==> src/rtl/core/ecr_pkg.sv <==
// Shared types, constants and helpers for the elevation color ramp.
`timescale 1ns / 1ps
`default_nettype none

package ecr_pkg;

    localparam int STOP_SLOTS     = 7;
    localparam int NUM_CHAN       = 3;
    localparam int ELEV_W         = 16;
    localparam int CHAN_W         = 8;
    localparam int COUNT_W        = 3;
    localparam int STOP_W         = 40;
    localparam int CFG_INDEX_W    = 4;
    localparam int NUM_W          = ELEV_W + CHAN_W;
    localparam int QUO_W          = CHAN_W;
    localparam int BITS_PER_STAGE = 2;
    localparam int DIV_STAGES     = QUO_W / BITS_PER_STAGE;
    localparam int PIPE_DEPTH     = DIV_STAGES + 3;

    localparam logic [CFG_INDEX_W-1:0] REG_STOP_COUNT = 4'd0;
    localparam logic [CFG_INDEX_W-1:0] REG_STOP_FIRST = 4'd1;
    localparam logic [CFG_INDEX_W-1:0] REG_STOP_LAST  = 4'd7;

    localparam logic [COUNT_W-1:0] STOP_COUNT_RESET = 3'd2;
    localparam logic [STOP_W-1:0]  STOP_RESET       = 40'h0000000000;
    localparam logic [STOP_W-1:0]  STOP1_RESET      = 40'h00FFFFFFFF;

    typedef logic [STOP_W-1:0] stop_t;
    typedef logic [CHAN_W-1:0] chan_t;

    // Stage after stop selection.
    typedef struct packed {
        logic                              interp;
        logic [NUM_CHAN-1:0][CHAN_W-1:0]   base;
        logic [NUM_CHAN-1:0][CHAN_W:0]     delta;
        logic [ELEV_W-1:0]                 dx;
        logic [ELEV_W-1:0]                 span;
    } sel_t;

    // Stages of the multiply and the restoring divider.
    typedef struct packed {
        logic                              interp;
        logic [NUM_CHAN-1:0][CHAN_W-1:0]   base;
        logic [NUM_CHAN-1:0]               neg;
        logic [NUM_CHAN-1:0][NUM_W-1:0]    rem;
        logic [NUM_CHAN-1:0][QUO_W-1:0]    quo;
        logic [ELEV_W-1:0]                 span;
    } div_t;

    function automatic logic signed [ELEV_W-1:0] stop_elev(input stop_t s);
        return $signed(s[STOP_W-1:STOP_W-ELEV_W]);
    endfunction

    function automatic chan_t stop_chan(input stop_t s, input int ch);
        return s[(NUM_CHAN-ch)*CHAN_W-1 -: CHAN_W];
    endfunction

endpackage

`default_nettype wire

==> src/rtl/core/elevation_color_ramp.sv <==
// Top level of the elevation color ramp: stop selection, multiply, divide, output.
//
//  Channel   Signals                                   Meaning
//  sample    sample_valid/sample_ready, elevation       one elevation sample per item
//  pixel     pixel_valid/pixel_ready, red/green/blue    one interpolated color per item
//  cfg       cfg_valid/cfg_ready, cfg_index, cfg_data   stop count and color stops
//
// Each item passes seven register stages: stop selection, the 16 by 8 bit products,
// four stages of a restoring divider that settle two quotient bits each, and the output.
// One item enters per cycle while the pixel output is not stalled.
// A stalled pixel freezes every stage at once; sample_ready is low while that lasts.
// Reset clears the valid bits and loads the default stops; no clearing pass is needed.
`timescale 1ns / 1ps
`default_nettype none

module elevation_color_ramp
    import ecr_pkg::*;
(
    input  wire logic                   clk,
    input  wire logic                   rst_n,
    input  wire logic                   sample_valid,
    output logic                        sample_ready,
    input  wire logic [ELEV_W-1:0]      elevation,
    output logic                        pixel_valid,
    input  wire logic                   pixel_ready,
    output logic [CHAN_W-1:0]           red,
    output logic [CHAN_W-1:0]           green,
    output logic [CHAN_W-1:0]           blue,
    input  wire logic                   cfg_valid,
    output logic                        cfg_ready,
    input  wire logic [CFG_INDEX_W-1:0] cfg_index,
    input  wire logic [STOP_W-1:0]      cfg_data
);

    logic [COUNT_W-1:0]          stop_count_reg;
    stop_t                       stop_reg [STOP_SLOTS];

    logic                        advance;
    logic                        sel_valid_reg;
    sel_t                        sel_reg;
    sel_t                        sel_next;
    logic [DIV_STAGES:0]         div_valid_reg;
    div_t                        div_reg  [DIV_STAGES+1];
    div_t                        mul_next;
    div_t                        div_next [1:DIV_STAGES];
    logic                        out_valid_reg;
    logic [NUM_CHAN-1:0][CHAN_W-1:0] out_reg;
    logic [NUM_CHAN-1:0][CHAN_W-1:0] out_next;

    assign cfg_ready    = 1'b1;
    assign advance      = !out_valid_reg || pixel_ready;
    assign sample_ready = advance;
    assign pixel_valid  = out_valid_reg;
    assign red          = out_reg[0];
    assign green        = out_reg[1];
    assign blue         = out_reg[2];

    always_ff @(posedge clk or negedge rst_n)
    begin
        if (!rst_n)
        begin
            stop_count_reg <= STOP_COUNT_RESET;
            for (int k = 0; k < STOP_SLOTS; k++)
            begin
                stop_reg[k] <= (k == 1) ? STOP1_RESET : STOP_RESET;
            end
        end
        else if (cfg_valid && cfg_ready)
        begin
            if (cfg_index == REG_STOP_COUNT)
            begin
                stop_count_reg <= cfg_data[COUNT_W-1:0];
            end
            else if (cfg_index >= REG_STOP_FIRST && cfg_index <= REG_STOP_LAST)
            begin
                stop_reg[COUNT_W'(cfg_index - REG_STOP_FIRST)] <= cfg_data;
            end
        end
    end

    // Stop selection: the unbroken run of stops at or below the sample.
    always_comb
    begin
        logic [COUNT_W-1:0]       count;
        logic                     run;
        logic [STOP_SLOTS-1:0]    ok;
        logic [COUNT_W-1:0]       idx;
        logic [COUNT_W-1:0]       nxt;
        logic signed [ELEV_W-1:0] e0;
        logic signed [ELEV_W-1:0] e1;
        logic [ELEV_W:0]          dx_wide;
        logic [ELEV_W:0]          span_wide;
        count = (stop_count_reg == '0) ? COUNT_W'(1) : stop_count_reg;
        run   = 1'b1;
        for (int k = 0; k < STOP_SLOTS; k++)
        begin
            run   = run && (COUNT_W'(k) < count)
                        && (stop_elev(stop_reg[k]) <= $signed(elevation));
            ok[k] = run;
        end
        idx = '0;
        for (int k = 0; k < STOP_SLOTS; k++)
        begin
            if (ok[k])
            begin
                idx = COUNT_W'(k);
            end
        end
        nxt = (idx == COUNT_W'(STOP_SLOTS - 1)) ? idx : idx + COUNT_W'(1);
        sel_next.interp = ok[0] && ({1'b0, idx} + 4'd1 < {1'b0, count});
        e0        = stop_elev(stop_reg[idx]);
        e1        = stop_elev(stop_reg[nxt]);
        dx_wide   = {elevation[ELEV_W-1], elevation} - {e0[ELEV_W-1], e0};
        span_wide = {e1[ELEV_W-1], e1} - {e0[ELEV_W-1], e0};
        sel_next.dx   = dx_wide[ELEV_W-1:0];
        sel_next.span = span_wide[ELEV_W-1:0];
        for (int ch = 0; ch < NUM_CHAN; ch++)
        begin
            sel_next.base[ch]  = stop_chan(stop_reg[idx], ch);
            sel_next.delta[ch] = {1'b0, stop_chan(stop_reg[nxt], ch)}
                               - {1'b0, stop_chan(stop_reg[idx], ch)};
        end
    end

    // Products of the sample offset and the channel step magnitudes.
    always_comb
    begin
        logic [CHAN_W:0]   mag;
        mul_next.interp = sel_reg.interp;
        mul_next.base   = sel_reg.base;
        mul_next.span   = sel_reg.span;
        mul_next.quo    = '0;
        for (int ch = 0; ch < NUM_CHAN; ch++)
        begin
            mul_next.neg[ch] = sel_reg.delta[ch][CHAN_W];
            mag = sel_reg.delta[ch][CHAN_W] ? -sel_reg.delta[ch] : sel_reg.delta[ch];
            mul_next.rem[ch] = {{CHAN_W{1'b0}}, sel_reg.dx}
                             * {{ELEV_W{1'b0}}, mag[CHAN_W-1:0]};
        end
    end

    // Restoring divider, two quotient bits per stage.
    always_comb
    begin
        logic [NUM_W:0] rem_w;
        logic [NUM_W:0] trial;
        for (int st = 0; st < DIV_STAGES; st++)
        begin
            div_next[st+1] = div_reg[st];
            for (int ch = 0; ch < NUM_CHAN; ch++)
            begin
                rem_w = {1'b0, div_reg[st].rem[ch]};
                for (int j = 0; j < BITS_PER_STAGE; j++)
                begin
                    trial = {{(NUM_W+1-ELEV_W){1'b0}}, div_reg[st].span}
                            << (QUO_W - 1 - st * BITS_PER_STAGE - j);
                    if (rem_w >= trial)
                    begin
                        rem_w = rem_w - trial;
                        div_next[st+1].quo[ch][QUO_W-1-st*BITS_PER_STAGE-j] = 1'b1;
                    end
                end
                div_next[st+1].rem[ch] = rem_w[NUM_W-1:0];
            end
        end
    end

    // Floor correction for falling channels and the clamped sum, or the base alone.
    always_comb
    begin
        logic [CHAN_W+1:0] step;
        logic [CHAN_W+1:0] sum;
        for (int ch = 0; ch < NUM_CHAN; ch++)
        begin
            step = {2'b00, div_reg[DIV_STAGES].quo[ch]}
                 + {{(CHAN_W+1){1'b0}}, |div_reg[DIV_STAGES].rem[ch]};
            sum  = {2'b00, div_reg[DIV_STAGES].base[ch]}
                 + (div_reg[DIV_STAGES].neg[ch] ? -step : {2'b00, div_reg[DIV_STAGES].quo[ch]});
            if (!div_reg[DIV_STAGES].interp)
            begin
                out_next[ch] = div_reg[DIV_STAGES].base[ch];
            end
            else if (sum[CHAN_W+1])
            begin
                out_next[ch] = '0;
            end
            else if (sum[CHAN_W])
            begin
                out_next[ch] = '1;
            end
            else
            begin
                out_next[ch] = sum[CHAN_W-1:0];
            end
        end
    end

    always_ff @(posedge clk or negedge rst_n)
    begin
        if (!rst_n)
        begin
            sel_valid_reg <= 1'b0;
            div_valid_reg <= '0;
            out_valid_reg <= 1'b0;
        end
        else if (advance)
        begin
            sel_valid_reg <= sample_valid;
            div_valid_reg <= {div_valid_reg[DIV_STAGES-1:0], sel_valid_reg};
            out_valid_reg <= div_valid_reg[DIV_STAGES];
        end
    end

    always_ff @(posedge clk)
    begin
        if (advance)
        begin
            sel_reg    <= sel_next;
            div_reg[0] <= mul_next;
            for (int st = 1; st <= DIV_STAGES; st++)
            begin
                div_reg[st] <= div_next[st];
            end
            out_reg <= out_next;
        end
    end

endmodule

`default_nettype wire

==> config.mk <==
export PLATFORM = sky130hd
export DESIGN_NAME = elevation_color_ramp
export DESIGN_NICKNAME = d
export VERILOG_FILES = /design/src/rtl/core/ecr_pkg.sv /design/src/rtl/core/elevation_color_ramp.sv
export SDC_FILE = /design/constraint.sdc
export NUM_CORES = 2
export LEC_CHECK = 0
export BUFFER_PORTS_ARGS = -buffer_cell sky130_fd_sc_hd__buf_2
export CAP_MARGIN = 0
export CORE_MARGIN = 3
export CORE_UTILIZATION = 30
export DETAILED_ROUTE_END_ITERATION = 8
export SLEW_MARGIN = 20
export SYNTH_ARGS = -nofsm -noshare
export SYNTH_HDL_FRONTEND = slang
export SYNTH_SLANG_ARGS = --single-unit
==> constraint.sdc <==
create_clock -name clk -period 65.6 [get_ports clk]
set_input_delay 9.84 -clock clk [delete_from_list [all_inputs] [get_ports clk]]
set_output_delay 9.84 -clock clk [all_outputs]
set_load 0.05 [all_outputs]
# --- Word level (Yosys, flattened, before mapping) ---
# Memories as Yosys holds them, arrays and structs flattened.
# Cells that the tools add are included.
totals:
  regBits: 398
  ram_bits: 700
  output_inout_bits: 27
  elab_cells: 228
  mem_count: 1
classes:
  addsub: 44
  multipliers: 3
  order_cmp: 45
  eq_ne: 1
  n_mux: 82
  bitwise: 4
  n_reduce_logical: 25
mem_list:
  columns: ["memory", "words", "width", "read_ports", "rd_clocked_by_memory_dff", "wr", "line", "text"]
  rows:
  - ["div_reg", 5, 140, 5, 0, 5, "elevation_color_ramp.sv:43", "div_t div_reg [DIV_STAGES+1];"]
ops:
  columns: ["operator", "count"]
  rows:
  - ["2-to-1 mux 25 bit", 12]
  - ["2-to-1 mux 24 bit", 12]
  - ["bitwise mux 280 bit", 1]
  - ["binary-select mux 40 bit (select 3 bit)", 2]
  - ["2-to-1 mux 40 bit", 5]
  - ["demux 40 bit (select 3 bit)", 1]
  - ["less-or-equal comparator 16 bit", 7]
  - ["2-to-1 mux 8 bit", 12]
  - [">= comparator 25 x 16 -> 1 bit", 3]
  - [">= comparator 25 x 18 -> 1 bit", 3]
  - [">= comparator 25 x 20 -> 1 bit", 3]
  - [">= comparator 25 x 22 -> 1 bit", 3]
  - ["subtractor 24 x 17 -> 25 bit", 3]
  - ["subtractor 24 x 19 -> 25 bit", 3]
  - ["subtractor 24 x 21 -> 25 bit", 3]
  - ["subtractor 24 x 23 -> 25 bit", 3]
  - [">= comparator 24 x 17 -> 1 bit", 3]
  - [">= comparator 24 x 19 -> 1 bit", 3]
  - [">= comparator 24 x 21 -> 1 bit", 3]
  - [">= comparator 24 x 23 -> 1 bit", 3]
  - ["multiplier 16 x 8 -> 24 bit", 3]
  - ["OR reduction 24 bit", 3]
  - ["subtractor 24 x 16 -> 24 bit", 3]
  - ["subtractor 24 x 18 -> 24 bit", 3]
  - ["other kinds (33)", 104]

# --- Logic depth before layout (Yosys ltp) ---
depth:
  word_depth: 24
  depth_mapped: 36

# --- Worst setup path before layout ---
# Ideal clock, no wire load.
synth_timing:
  path_kind: "input port to output port"
  start: "input port pixel_ready"
  end: "output port sample_ready"
  t_arrival_ns: 30.239
  required_ns: 55.760
  path_slack_ns: 25.521
  path_stages: 2
  path_cell_list: "nand2b_1 clkbuf_1"
synth_between:
  elab_chain_len: 1
synth_lines:
  columns: ["element", "line", "text"]
  rows:
  - ["start: declaration", "elevation_color_ramp.sv:25", "input wire logic pixel_ready,"]
  - ["logical OR 1 bit", "elevation_color_ramp.sv:51", "assign advance = !out_valid_reg || pixel_ready;"]
  - ["end: declaration", "elevation_color_ramp.sv:22", "output logic sample_ready,"]
# Every way passes these cells.

# --- Worst setup path after layout ---
# Ends and elaborated chain as after synthesis.

==> run summary <==
endpoints failing setup: 0
endpoints failing hold: 0
gr ovfl total: 0
core area: 0.271 mm^2
1st-iter DRT viols: 4811
full die area: 0.279 mm^2
FF+latch area: 0.0293 mm^2
setup TNS: 0 ns
HPWL Detailed: 177 mm
post-CTS resize count: 0
clk slew on worst S/H paths: 0.06 ns
Critical Path Fanout Max: 22
reg2reg setup slack: 56.34 ns
# fillers: 27300
CP arrival: 10.63 ns
Antenna Violating Nets Remaining: 0
minimum clock period: 20.47 ns
Cell variety after synth: 108
post-synth net total: 9124
DP Worst Slack: 45.07 ns
Slew Viols, Final: 0
Hold Crit Class: flop to flop
RSZ-0062 raised after global routing: false
#FFs+latches synth: 1022
main flop type after synthesis: edfxtp_1
largest net degree at the start of global routing: 203
reg-to-reg endpoint: mul_next[15]
DRT Wirelength: 235 mm
first-pass GRT wire length: 360 mm
EDFF count, synth: 732
Pre-antenna DRT Iters: 9
number of global-route vias before repair: 60400
Post-Synthesis Cell Area: 0.0817 mm^2
Largest register FFs: 624
CTS H-tree lvls: 3
fmax: 48.8 MHz
hold_buf cts: 0
post-synthesis area per instance: 10.2 um^2
initial core utilization: 0.302
routed vias: 61200
fraction of layout cells with a size suffix above 1: 0.126
Area Overhead vs Synth: 10.5%
clock sinks: 1022
Post-Syn Instances: 8027
Ys Warns: 0
cell count of the worst reg-to-reg path: 29
Worst Path Required: 55.76 ns
Root Driver: clkbuf_16
hold path start: div_reg[0][392]
chip width: 528 um
Worst Setup End Kind: primary output
GR Util All Layers: 0.164
Max Root-Sink Buffers: 3
WL/cell: 20.0 um
antenna violations before repair: 23
WHS Endpoint: div_reg[0][532]
Inserted Clock Buffers: 109
reg2reg start: stop_reg[239]
hold path depth: 0
Crit Path Category: input port to primary output
skew final: 0.0811 ns
port bufs: 90
Slew HR: 0.224
crit share post-route: 0.312
Final nets: 9197
final cell count without fillers: 11800
Rows: 191
later-pin clock latency in the skew report: 0.79 ns
drt drc: 0
Multi-input gate area: 0.0492 mm^2
worst-margin pin slew: 1.13 ns
crit path launch type: input port
global placement routability congestion: 0.928
max cap viols: 0
asr flop ratio synth: 0.284
vias per cell: 5.20
postcts setup bufs: 0
IO Count: 92
DP Cell Count: 11600
CTS tree: done
outcome: complete, no violations
sequential share of the synthesized area: 0.358
final worst slack: 45.13 ns
Die Ht: 528 um
## worst max-delay path by stage
stage | from | endpoint | slack [ns] | depth (start not counted)
after detailed placement | pixel_ready | sample_ready | 45.07 | 3
after global routing | pixel_ready | sample_ready | 45.07 | 3
after floorplan | pixel_ready | sample_ready | 25.52 | 2
after CTS | pixel_ready | sample_ready | 45.07 | 3
after global placement | pixel_ready | sample_ready | 45.09 | 3
final | pixel_ready | sample_ready | 45.13 | 3
## through the flow
stage	hold slack [ns]	area, um^2	utilization
after detailed placement	0.405	86600	0.320
final	0.411	90400	0.333
after floorplan	0.400	81700	-
after CTS	0.408	90300	0.333
after global routing	0.414	90300	0.333
after global placement	0.404	86600	0.320
## Yosys cell counts (all sizes together) (98+ instances only)
master / number / share of area
a21o: 214 / 0.020
xor2: 148 / 0.016
nor3: 109 / 0.0069
nor2: 515 / 0.024
mux2i: 141 / 0.017
a21oi: 490 / 0.030
o21ai: 396 / 0.024
fa: 284 / 0.070
a221oi: 98 / 0.011
nand2: 661 / 0.031
and2: 102 / 0.0078
mux2: 536 / 0.074
dfrtp: 257 / 0.079
inv: 630 / 0.029
clkbuf: 163 / 0.0075
edfxtp: 732 / 0.27
xnor2: 344 / 0.037
ha: 748 / 0.11
nor2b: 223 / 0.017
## cell families after synthesis
logic type	after synthesis	share of synthesized area
and+or+nand+nor	2123	0.127
adders and majority gates	1032	0.184
muxes	677	0.0915
AOI/OAI and AO/OA	1809	0.145
buffers and inverters	871	0.0417
xor gates and xnor gates	492	0.0527
DFF	1022	0.358
other	1	0.0000459
## layout by cell type (no fill, tap or decap), drive strengths merged, types with 39 or more instances in the layout
master	count
edfxtp	732
ha	748
a221oi	98
o21a	73
mux2i	141
nor2b	223
clkbuf	135
xor2	148
nor2	515
o22ai	39
nand4	87
a21o	214
and2	102
o31ai	42
xnor2	344
nor4	58
a21oi	490
o21ai	396
clkinv	42
inv	640
a21boi	53
dfrtp	257
buf	203
nor3	109
nand3	87
mux2	536
o21bai	61
nand2	661
or3	42
fa	284
a211oi	52
and3	43
nand2b	90
## final cells by class
type / instances / share of cell area
repair buffers: 203 / 0.0147
flip-flops and latches: 1022 / 0.324
inverters: 630 / 0.0262
well taps: 3570 / 0.0494
multi-input cells: 6134 / 0.544
clock inverters: 68 / 0.00924
diodes: 6 / 0.000166
clock buffers: 135 / 0.0318
## routing by layer
| metal | GRT usage | routed length, um | vias to the layer above |
|---|---|---|---|
| li1 | - | - | 29200 |
| met1 | 0.221 | 107000 | 29800 |
| met5 | 0 | 69 | - |
| met2 | 0.264 | 106000 | 1761 |
| met3 | 0.0222 | 12200 | 421 |
| met4 | 0.0655 | 10500 | 10 |
## worst max-delay path: stages
cell and delay [ns]:
buf_2 0.08, nand2b_4 0.31, buf_2 0.38
Power is not shown: default switching activity piles up to over one toggle a cycle in this logic, so the estimate is an artifact.
